## config.mk

```make
export PLATFORM = sky130hd
export DESIGN_NAME = double_ended_queue_core
export DESIGN_NICKNAME = d
export VERILOG_FILES = /design/src/rtl/deq_pkg.sv /design/src/rtl/double_ended_queue_core.sv
export SDC_FILE = /design/constraint.sdc
export NUM_CORES = 2
export LEC_CHECK = 0
export BUFFER_PORTS_ARGS = -buffer_cell sky130_fd_sc_hd__buf_4
export CAP_MARGIN = 30
export CORE_MARGIN = 5
export CORE_UTILIZATION = 35
export DETAILED_ROUTE_END_ITERATION = 16
export GPL_ROUTABILITY_DRIVEN = 0
export PLACE_DENSITY = 0.53
export SYNTH_ARGS = -nofsm -noshare
export SYNTH_HDL_FRONTEND = slang
export SYNTH_SLANG_ARGS = --single-unit
```

## constraint.sdc

```tcl
create_clock -name clk -period 15.67 [get_ports clk]
set_input_delay 1.567 -clock clk [delete_from_list [all_inputs] [get_ports clk]]
set_output_delay 1.567 -clock clk [all_outputs]
set_load 0.02 [all_outputs]
```

## src/rtl/deq_pkg.sv

```systemverilog
// ============================================================================
// deq_pkg
// Shared types and constants for the double-ended queue core: operation
// codes, status codes, store geometry and the packed result record.
// ============================================================================
package deq_pkg;

    // Store geometry
    localparam int DEPTH      = 64;
    localparam int DATA_WIDTH = 32;
    localparam int ADDR_W     = $clog2(DEPTH);
    localparam int CNT_W      = $clog2(DEPTH + 1);

    // Field widths of one transfer
    localparam int OP_W     = 3;
    localparam int POS_W    = 6;
    localparam int STATUS_W = 2;

    // Stream bus widths (fields packed from bit 0, tdata padded to whole bytes)
    localparam int S_TDATA_W = 40;
    localparam int S_TUSER_W = OP_W;
    localparam int M_TDATA_W = 40;
    localparam int M_TUSER_W = STATUS_W;

    // Operation codes
    localparam logic [OP_W-1:0] OP_PUSH_FRONT = 3'd0;
    localparam logic [OP_W-1:0] OP_PUSH_BACK  = 3'd1;
    localparam logic [OP_W-1:0] OP_POP_FRONT  = 3'd2;
    localparam logic [OP_W-1:0] OP_POP_BACK   = 3'd3;
    localparam logic [OP_W-1:0] OP_READ       = 3'd4;

    // Status codes
    localparam logic [STATUS_W-1:0] ST_OK    = 2'd0;
    localparam logic [STATUS_W-1:0] ST_EMPTY = 2'd1;
    localparam logic [STATUS_W-1:0] ST_FULL  = 2'd2;
    localparam logic [STATUS_W-1:0] ST_RANGE = 2'd3;

    // Result record carried from the decode stage to the output stage
    typedef struct packed {
        logic [CNT_W-1:0]    occupancy;
        logic [STATUS_W-1:0] status;
        logic                read_ok;
    } result_t;

endpackage

```

## src/rtl/double_ended_queue_core.sv

```systemverilog
// ============================================================================
// double_ended_queue_core
// Fixed-capacity double-ended queue of signed words held in a ring store.
// ============================================================================
// The core takes one operation per cycle (push front, push back, pop front,
// pop back, read at a position counted from the front) and returns exactly
// one result for each: read data, occupancy after the operation and a status
// (ok, empty, full, out of range). Front pointer and element count update in
// the cycle the operation is accepted, and pushes write the ring store in
// that same cycle, so a following operation sees the new state with
// no stall. A read issues its address on acceptance; the store's registered
// read port captures the word beside the decode-stage record, and the output
// register merges the two for the master side. Sustained rate is one
// operation per clock while the master side keeps taking results; a stalled
// result is held in the output register while one more operation is taken.
// ============================================================================
module double_ended_queue_core
(
    input  logic                            clk,
    input  logic                            rst_n,
    // Input stream
    input  logic                            s_tvalid,
    output logic                            s_tready,
    input  logic [deq_pkg::S_TDATA_W-1:0]   s_tdata,  // value[31:0], position[37:32], pad
    input  logic [deq_pkg::S_TUSER_W-1:0]   s_tuser,  // op[2:0]
    // Result stream
    output logic                            m_tvalid,
    input  logic                            m_tready,
    output logic [deq_pkg::M_TDATA_W-1:0]   m_tdata,  // read_data[31:0], occupancy[38:32], pad
    output logic [deq_pkg::M_TUSER_W-1:0]   m_tuser   // status[1:0]
);

    // ------------------------------------------------------------------
    // Declarations
    // ------------------------------------------------------------------
    logic [deq_pkg::DATA_WIDTH-1:0] store_mem [deq_pkg::DEPTH];

    logic [deq_pkg::ADDR_W-1:0]     front_reg;
    logic [deq_pkg::ADDR_W-1:0]     front_next;
    logic [deq_pkg::CNT_W-1:0]      count_reg;
    logic [deq_pkg::CNT_W-1:0]      count_next;

    logic [deq_pkg::OP_W-1:0]       op;
    logic [deq_pkg::DATA_WIDTH-1:0] value;
    logic [deq_pkg::POS_W-1:0]      position;

    logic                           is_full;
    logic                           is_empty;
    logic                           wr_en;
    logic [deq_pkg::ADDR_W-1:0]     wr_addr;
    logic                           rd_en;
    logic [deq_pkg::ADDR_W-1:0]     rd_addr;
    logic [deq_pkg::STATUS_W-1:0]   status;
    logic [deq_pkg::DATA_WIDTH-1:0] rd_data_reg;

    deq_pkg::result_t               s1_res_reg;
    logic                           s1_valid_reg;
    logic                           s1_advance;
    logic                           s_fire;

    logic                           out_valid_reg;
    logic [deq_pkg::DATA_WIDTH-1:0] out_data_reg;
    logic [deq_pkg::CNT_W-1:0]      out_occ_reg;
    logic [deq_pkg::STATUS_W-1:0]   out_status_reg;

    // ------------------------------------------------------------------
    // Unpack the input transfer
    // ------------------------------------------------------------------
    assign op       = s_tuser;
    assign value    = s_tdata[deq_pkg::DATA_WIDTH-1:0];
    assign position = s_tdata[deq_pkg::DATA_WIDTH +: deq_pkg::POS_W];

    // ------------------------------------------------------------------
    // Handshake: take an operation when the decode stage is free or moves on
    // ------------------------------------------------------------------
    assign s1_advance = !out_valid_reg || m_tready;
    assign s_tready   = !s1_valid_reg || s1_advance;
    assign s_fire     = s_tvalid && s_tready;

    // ------------------------------------------------------------------
    // Decode the operation against the current pointer and count
    // ------------------------------------------------------------------
    assign is_full  = (count_reg == deq_pkg::CNT_W'(deq_pkg::DEPTH));
    assign is_empty = (count_reg == '0);

    always_comb
    begin
        front_next = front_reg;
        count_next = count_reg;
        wr_en      = 1'b0;
        wr_addr    = front_reg;
        rd_en      = 1'b0;
        rd_addr    = front_reg + deq_pkg::ADDR_W'(position);
        status     = deq_pkg::ST_OK;
        unique case (op)
            deq_pkg::OP_PUSH_FRONT:
            begin
                if (is_full)
                begin
                    status = deq_pkg::ST_FULL;
                end
                else
                begin
                    front_next = front_reg - 1'b1;
                    wr_en      = 1'b1;
                    wr_addr    = front_reg - 1'b1;
                    count_next = count_reg + 1'b1;
                end
            end
            deq_pkg::OP_PUSH_BACK:
            begin
                if (is_full)
                begin
                    status = deq_pkg::ST_FULL;
                end
                else
                begin
                    wr_en      = 1'b1;
                    wr_addr    = front_reg + count_reg[deq_pkg::ADDR_W-1:0];
                    count_next = count_reg + 1'b1;
                end
            end
            deq_pkg::OP_POP_FRONT:
            begin
                if (is_empty)
                begin
                    status = deq_pkg::ST_EMPTY;
                end
                else
                begin
                    front_next = front_reg + 1'b1;
                    count_next = count_reg - 1'b1;
                end
            end
            deq_pkg::OP_POP_BACK:
            begin
                if (is_empty)
                begin
                    status = deq_pkg::ST_EMPTY;
                end
                else
                begin
                    count_next = count_reg - 1'b1;
                end
            end
            deq_pkg::OP_READ:
            begin
                if (is_empty)
                begin
                    status = deq_pkg::ST_EMPTY;
                end
                else if (deq_pkg::CNT_W'(position) >= count_reg)
                begin
                    status = deq_pkg::ST_RANGE;
                end
                else
                begin
                    rd_en = 1'b1;
                end
            end
            default:
            begin
                status = deq_pkg::ST_OK;
            end
        endcase
    end

    // ------------------------------------------------------------------
    // Advance pointer and count on each accepted transfer
    // ------------------------------------------------------------------
    always_ff @(posedge clk or negedge rst_n)
    begin
        if (!rst_n)
        begin
            front_reg <= '0;
            count_reg <= '0;
        end
        else if (s_fire)
        begin
            front_reg <= front_next;
            count_reg <= count_next;
        end
    end

    // ------------------------------------------------------------------
    // Ring store: one write and one registered read per cycle
    // ------------------------------------------------------------------
    always_ff @(posedge clk)
    begin
        if (s_fire && wr_en)
        begin
            store_mem[wr_addr] <= value;
        end
        if (s_fire && rd_en)
        begin
            rd_data_reg <= store_mem[rd_addr];
        end
    end

    // ------------------------------------------------------------------
    // Decode stage: hold the result record while the read completes
    // ------------------------------------------------------------------
    always_ff @(posedge clk or negedge rst_n)
    begin
        if (!rst_n)
        begin
            s1_valid_reg <= 1'b0;
        end
        else if (s_tready)
        begin
            s1_valid_reg <= s_tvalid;
        end
    end

    always_ff @(posedge clk)
    begin
        if (s_fire)
        begin
            s1_res_reg.occupancy <= count_next;
            s1_res_reg.status    <= status;
            s1_res_reg.read_ok   <= rd_en;
        end
    end

    // ------------------------------------------------------------------
    // Output register: merge read data, drop it for non-read results
    // ------------------------------------------------------------------
    always_ff @(posedge clk or negedge rst_n)
    begin
        if (!rst_n)
        begin
            out_valid_reg <= 1'b0;
        end
        else if (s1_advance)
        begin
            out_valid_reg <= s1_valid_reg;
        end
    end

    always_ff @(posedge clk)
    begin
        if (s1_advance && s1_valid_reg)
        begin
            out_data_reg   <= s1_res_reg.read_ok ? rd_data_reg : '0;
            out_occ_reg    <= s1_res_reg.occupancy;
            out_status_reg <= s1_res_reg.status;
        end
    end

    assign m_tvalid = out_valid_reg;
    assign m_tdata  = {{(deq_pkg::M_TDATA_W - deq_pkg::DATA_WIDTH - deq_pkg::CNT_W){1'b0}},
                       out_occ_reg, out_data_reg};
    assign m_tuser  = out_status_reg;

    // ------------------------------------------------------------------
    // Assertions
    // ------------------------------------------------------------------
    a_count_bound: assert property (@(posedge clk) disable iff (!rst_n)
        count_reg <= deq_pkg::CNT_W'(deq_pkg::DEPTH))
        else $error("element count exceeds store depth");

    a_full_push_holds: assert property (@(posedge clk) disable iff (!rst_n)
        (s_fire && is_full && (op == deq_pkg::OP_PUSH_FRONT || op == deq_pkg::OP_PUSH_BACK))
        |=> $stable(count_reg) && $stable(front_reg))
        else $error("refused push changed queue state");

    a_fire_fills_stage: assert property (@(posedge clk) disable iff (!rst_n)
        s_fire |=> s1_valid_reg)
        else $error("accepted transfer did not reach decode stage");

    a_error_zero_data: assert property (@(posedge clk) disable iff (!rst_n)
        (m_tvalid && out_status_reg != deq_pkg::ST_OK) |-> (out_data_reg == '0))
        else $error("refused operation returned nonzero read data");

    a_read_in_range: assert property (@(posedge clk) disable iff (!rst_n)
        (s_fire && rd_en) |-> (deq_pkg::CNT_W'(position) < count_reg))
        else $error("store read issued beyond occupancy");

endmodule

```

==> flow_summary.yaml <==
pwr:
  power.internal_mw: 11.9
  ir_drop_uv: 227
  power.total_mw: 17.4
  switchingPower_mw: 5.56
  switching_share_pct: 31.9
  p_clk_share_pct: 27.8
  power_leakage_nw: 29.0
  power_frac_seq_pct: 37.5
  powerDensity_mw_per_mm2: 184
  p_comb_share_pct: 34.7
synthesis:
  syn-cell-area_mm2: 0.0830
  syn_avg_cell_area_um2: 23.3
  yosys.area_share.adder_pct: 0.350
  synth_top_family_by_area: "multiplexers"
  synthCells: 3557
  synth-edff-count: 2131
  synth-seq-cells: 2146
  ys_types: 73
  ys_seq_area_share_pct: 77.5
  synth_top_cell_by_area: "edfxtp_1"
  synthTopCellsByArea: "edfxtp_1 (77%), mux4_2 (16%), mux2i_1 (0.82%), a2111oi_0 (0.68%), mux2_2 (0.53%)"
  post_synth_mux_area_share_pct: 17.0
  synth_top_area_share_pct: 77.1
  synthArstFlopShare_pct: 0.699
  syn-num-nets: 3626
  synth_xor_area_share_pct: 0.190
  yosysWarningCount: 0
  synthSimpleGateAreaFrac_pct: 1.78
  ys.flop_type: "edfxtp_1"
  synth-compound-area-share_pct: 1.98
cts:
  insertion_delay_ns: 0.83
  clk_path_buf_depth: 3
  numCtsBuffers: 211
  clock_sinks: 2146
  post-cts-setup-buffer-count: 0
  cts_root_buf: "clkbuf_16"
  cts_tree: "done"
  ctsHoldBuffers: 0
  clkTransAtPathRegs_ns: 0.06
  post_cts_resized: 0
  htree_levels: 4
floorplan:
  io_pins: 91
  dieArea_mm2: 0.247
  core_mm2: 0.236
  chipWidth_um: 497
  core.rowCount: 178
  die_h_um: 497
  start_util_pct: 35.2
timing:
  hold_viol: 0
  period_share_pct: 40.7
  fin_skew_ns: 0.0255
  setup_tns_ns: 0
  tightest_slew_ns: 1.10
  fin_crit_ns: 6.38
  max_freq_mhz: 157
  grt_setup_unrepaired: "no"
  setup_viol: 0
  relSlewSlack_pct: 26.6
  final_max_slew_viol_count: 0
global_routing:
  grt_max_degree: 128
  track_usage_pct: 16.9
  antenna_found_initial: 7
  grt_pass1_wl_um: 300000
  grt_overflow_total: 0
  grt_pass1_vias: 39375
finish:
  final_cell_mix: "edfxtp_1 (2131), mux4_2 (576), clkbuf_16 (216)"
  largest_register_ffs: 2048
  post-route-util_pct: 40.2
  drive_above_1_share_pct: 30.4
  num-fill-cells: 20799
  fin_area_mm2: 0.0948
  mostFrequentLayoutCell: "edfxtp_1"
  synthToLayoutAreaGrowth_pct: 14.2
  nets: 3847
worst_setup_path:
  ff2ff_path_depth: 8
  cp_common_cell: "buf_4"
  cpPeakStageDelay_ns: 1.26
  end_kind: "register"
  start_kind: "input pin"
  cp.arrival_ns: 6.87
  worstPathMaxFanout: 59
  path_class: "input pin to register"
  worstPathRequired_ns: 16.15
  cpMaxStageDelayCell: "fa_4"
  path_cells: "buf_4 > ha_4 > fa_4 > buf_4 > buf_4 > mux4_2 > mux4_2 > o22ai_1 > a2111oi_1"
detailed_routing:
  wl_per_cell_um: 30.0
  antenna_left: 0
  vias: 38550
  drtPass1Iterations: 6
  postRouteWirelength_um: 213000
  drc: 0
  drt-initial-drc-count: 3921
  viasPerCell: 5.43
job:
  cap_violations: 0
worst_hold_path:
  hold_path_class: "register to register"
  hold_path_depth: 0
placed_design:
  dpl_cell_area_mm2: 0.0881
  port_buffers: 87
  dp.final_hpwl_um: 106000
run_status:
  status: "finished, final reports clean"
## area by class of cell
cell class,instances,area [µm²],area share (%)
clock inverters,124,956,1.01
multi-input cells,1194,18200,19.1
well taps,3150,3940,4.16
diodes,6,15.0,0.0158
inverters,17,63.8,0.0673
clock buffers,257,5570,5.87
flip-flops and latches,2146,64400,67.9
repair buffers,208,1740,1.84
## Yosys cell counts (all sizes together), types with 20 or more instances
cell     count
a2111oi     96
and2        34
buf         97
clkbuf     103
edfxtp    2131
ha          20
mux2        39
mux2i       68
mux4       576
nand2       20
nor2        50
nor2b       68
nor3        41
o22ai       35
## power by group through the flow
stage / combinational [mW] / sequential (mW) / clock (mW)
5_1_grt: 6.45 / 6.55 / 5.20
6_report: 6.04 / 6.54 / 4.84
3_5_place_dp: 6.09 / 6.67 / 0
2_1_floorplan: 4.17 / 6.64 / 0
3_3_place_gp: 6.06 / 6.66 / 0
4_1_cts: 6.10 / 6.54 / 4.96
## routing by layer
layer	up-vias	global-route usage [%]	wire length, µm
met2	1135	27.2	103000
met4	0	3.70	4230
li1	15792	-	-
met3	264	3.18	13200
met5	-	0	0
met1	21359	23.9	92100
## cells by family after synthesis
group	count (synthesis)
muxes	683
adders and majority gates	22
AOI/OAI and AO/OA	204
buffers and inverters	217
and+or+nand+nor	269
DFF	2146
xor gates and xnor gates	15
other	1
## final timing paths
path / endpoint / slack [ns] / from
setup / recovery: rd_data_reg[21] / 9.29 / s_tdata[32]
hold / removal: m_tuser[1] / 0.42 / s1_res_reg[2]
setup reg to reg: rd_data_reg[21] / 9.64 / front_reg[0]
hold reg to reg: m_tuser[1] / 0.42 / s1_res_reg[2]
max in group asynchronous: front_reg[4] / 14.88 / rst_n
min in group asynchronous: count_reg[0] / 0.59 / rst_n
## stage by stage
stage | hold slack [ns] | worst slack, ns | std cells
floorplan | 0.400 | 9.40 | 3557
global placement | 0.404 | 8.51 | 6701
detailed placement | 0.407 | 8.51 | 6707
CTS | 0.420 | 9.42 | 7088
global route | 0.427 | 9.24 | 7097
finish | 0.416 | 9.29 | 7102
## worst max-delay path, delay by kind of cell
family          cells  cell delay, ns
fa+ha+maj           2            1.42
compound gates      2            1.14
buf+inv             3            1.65
mux                 2            0.93
Power figures use the tool's default switching activity.
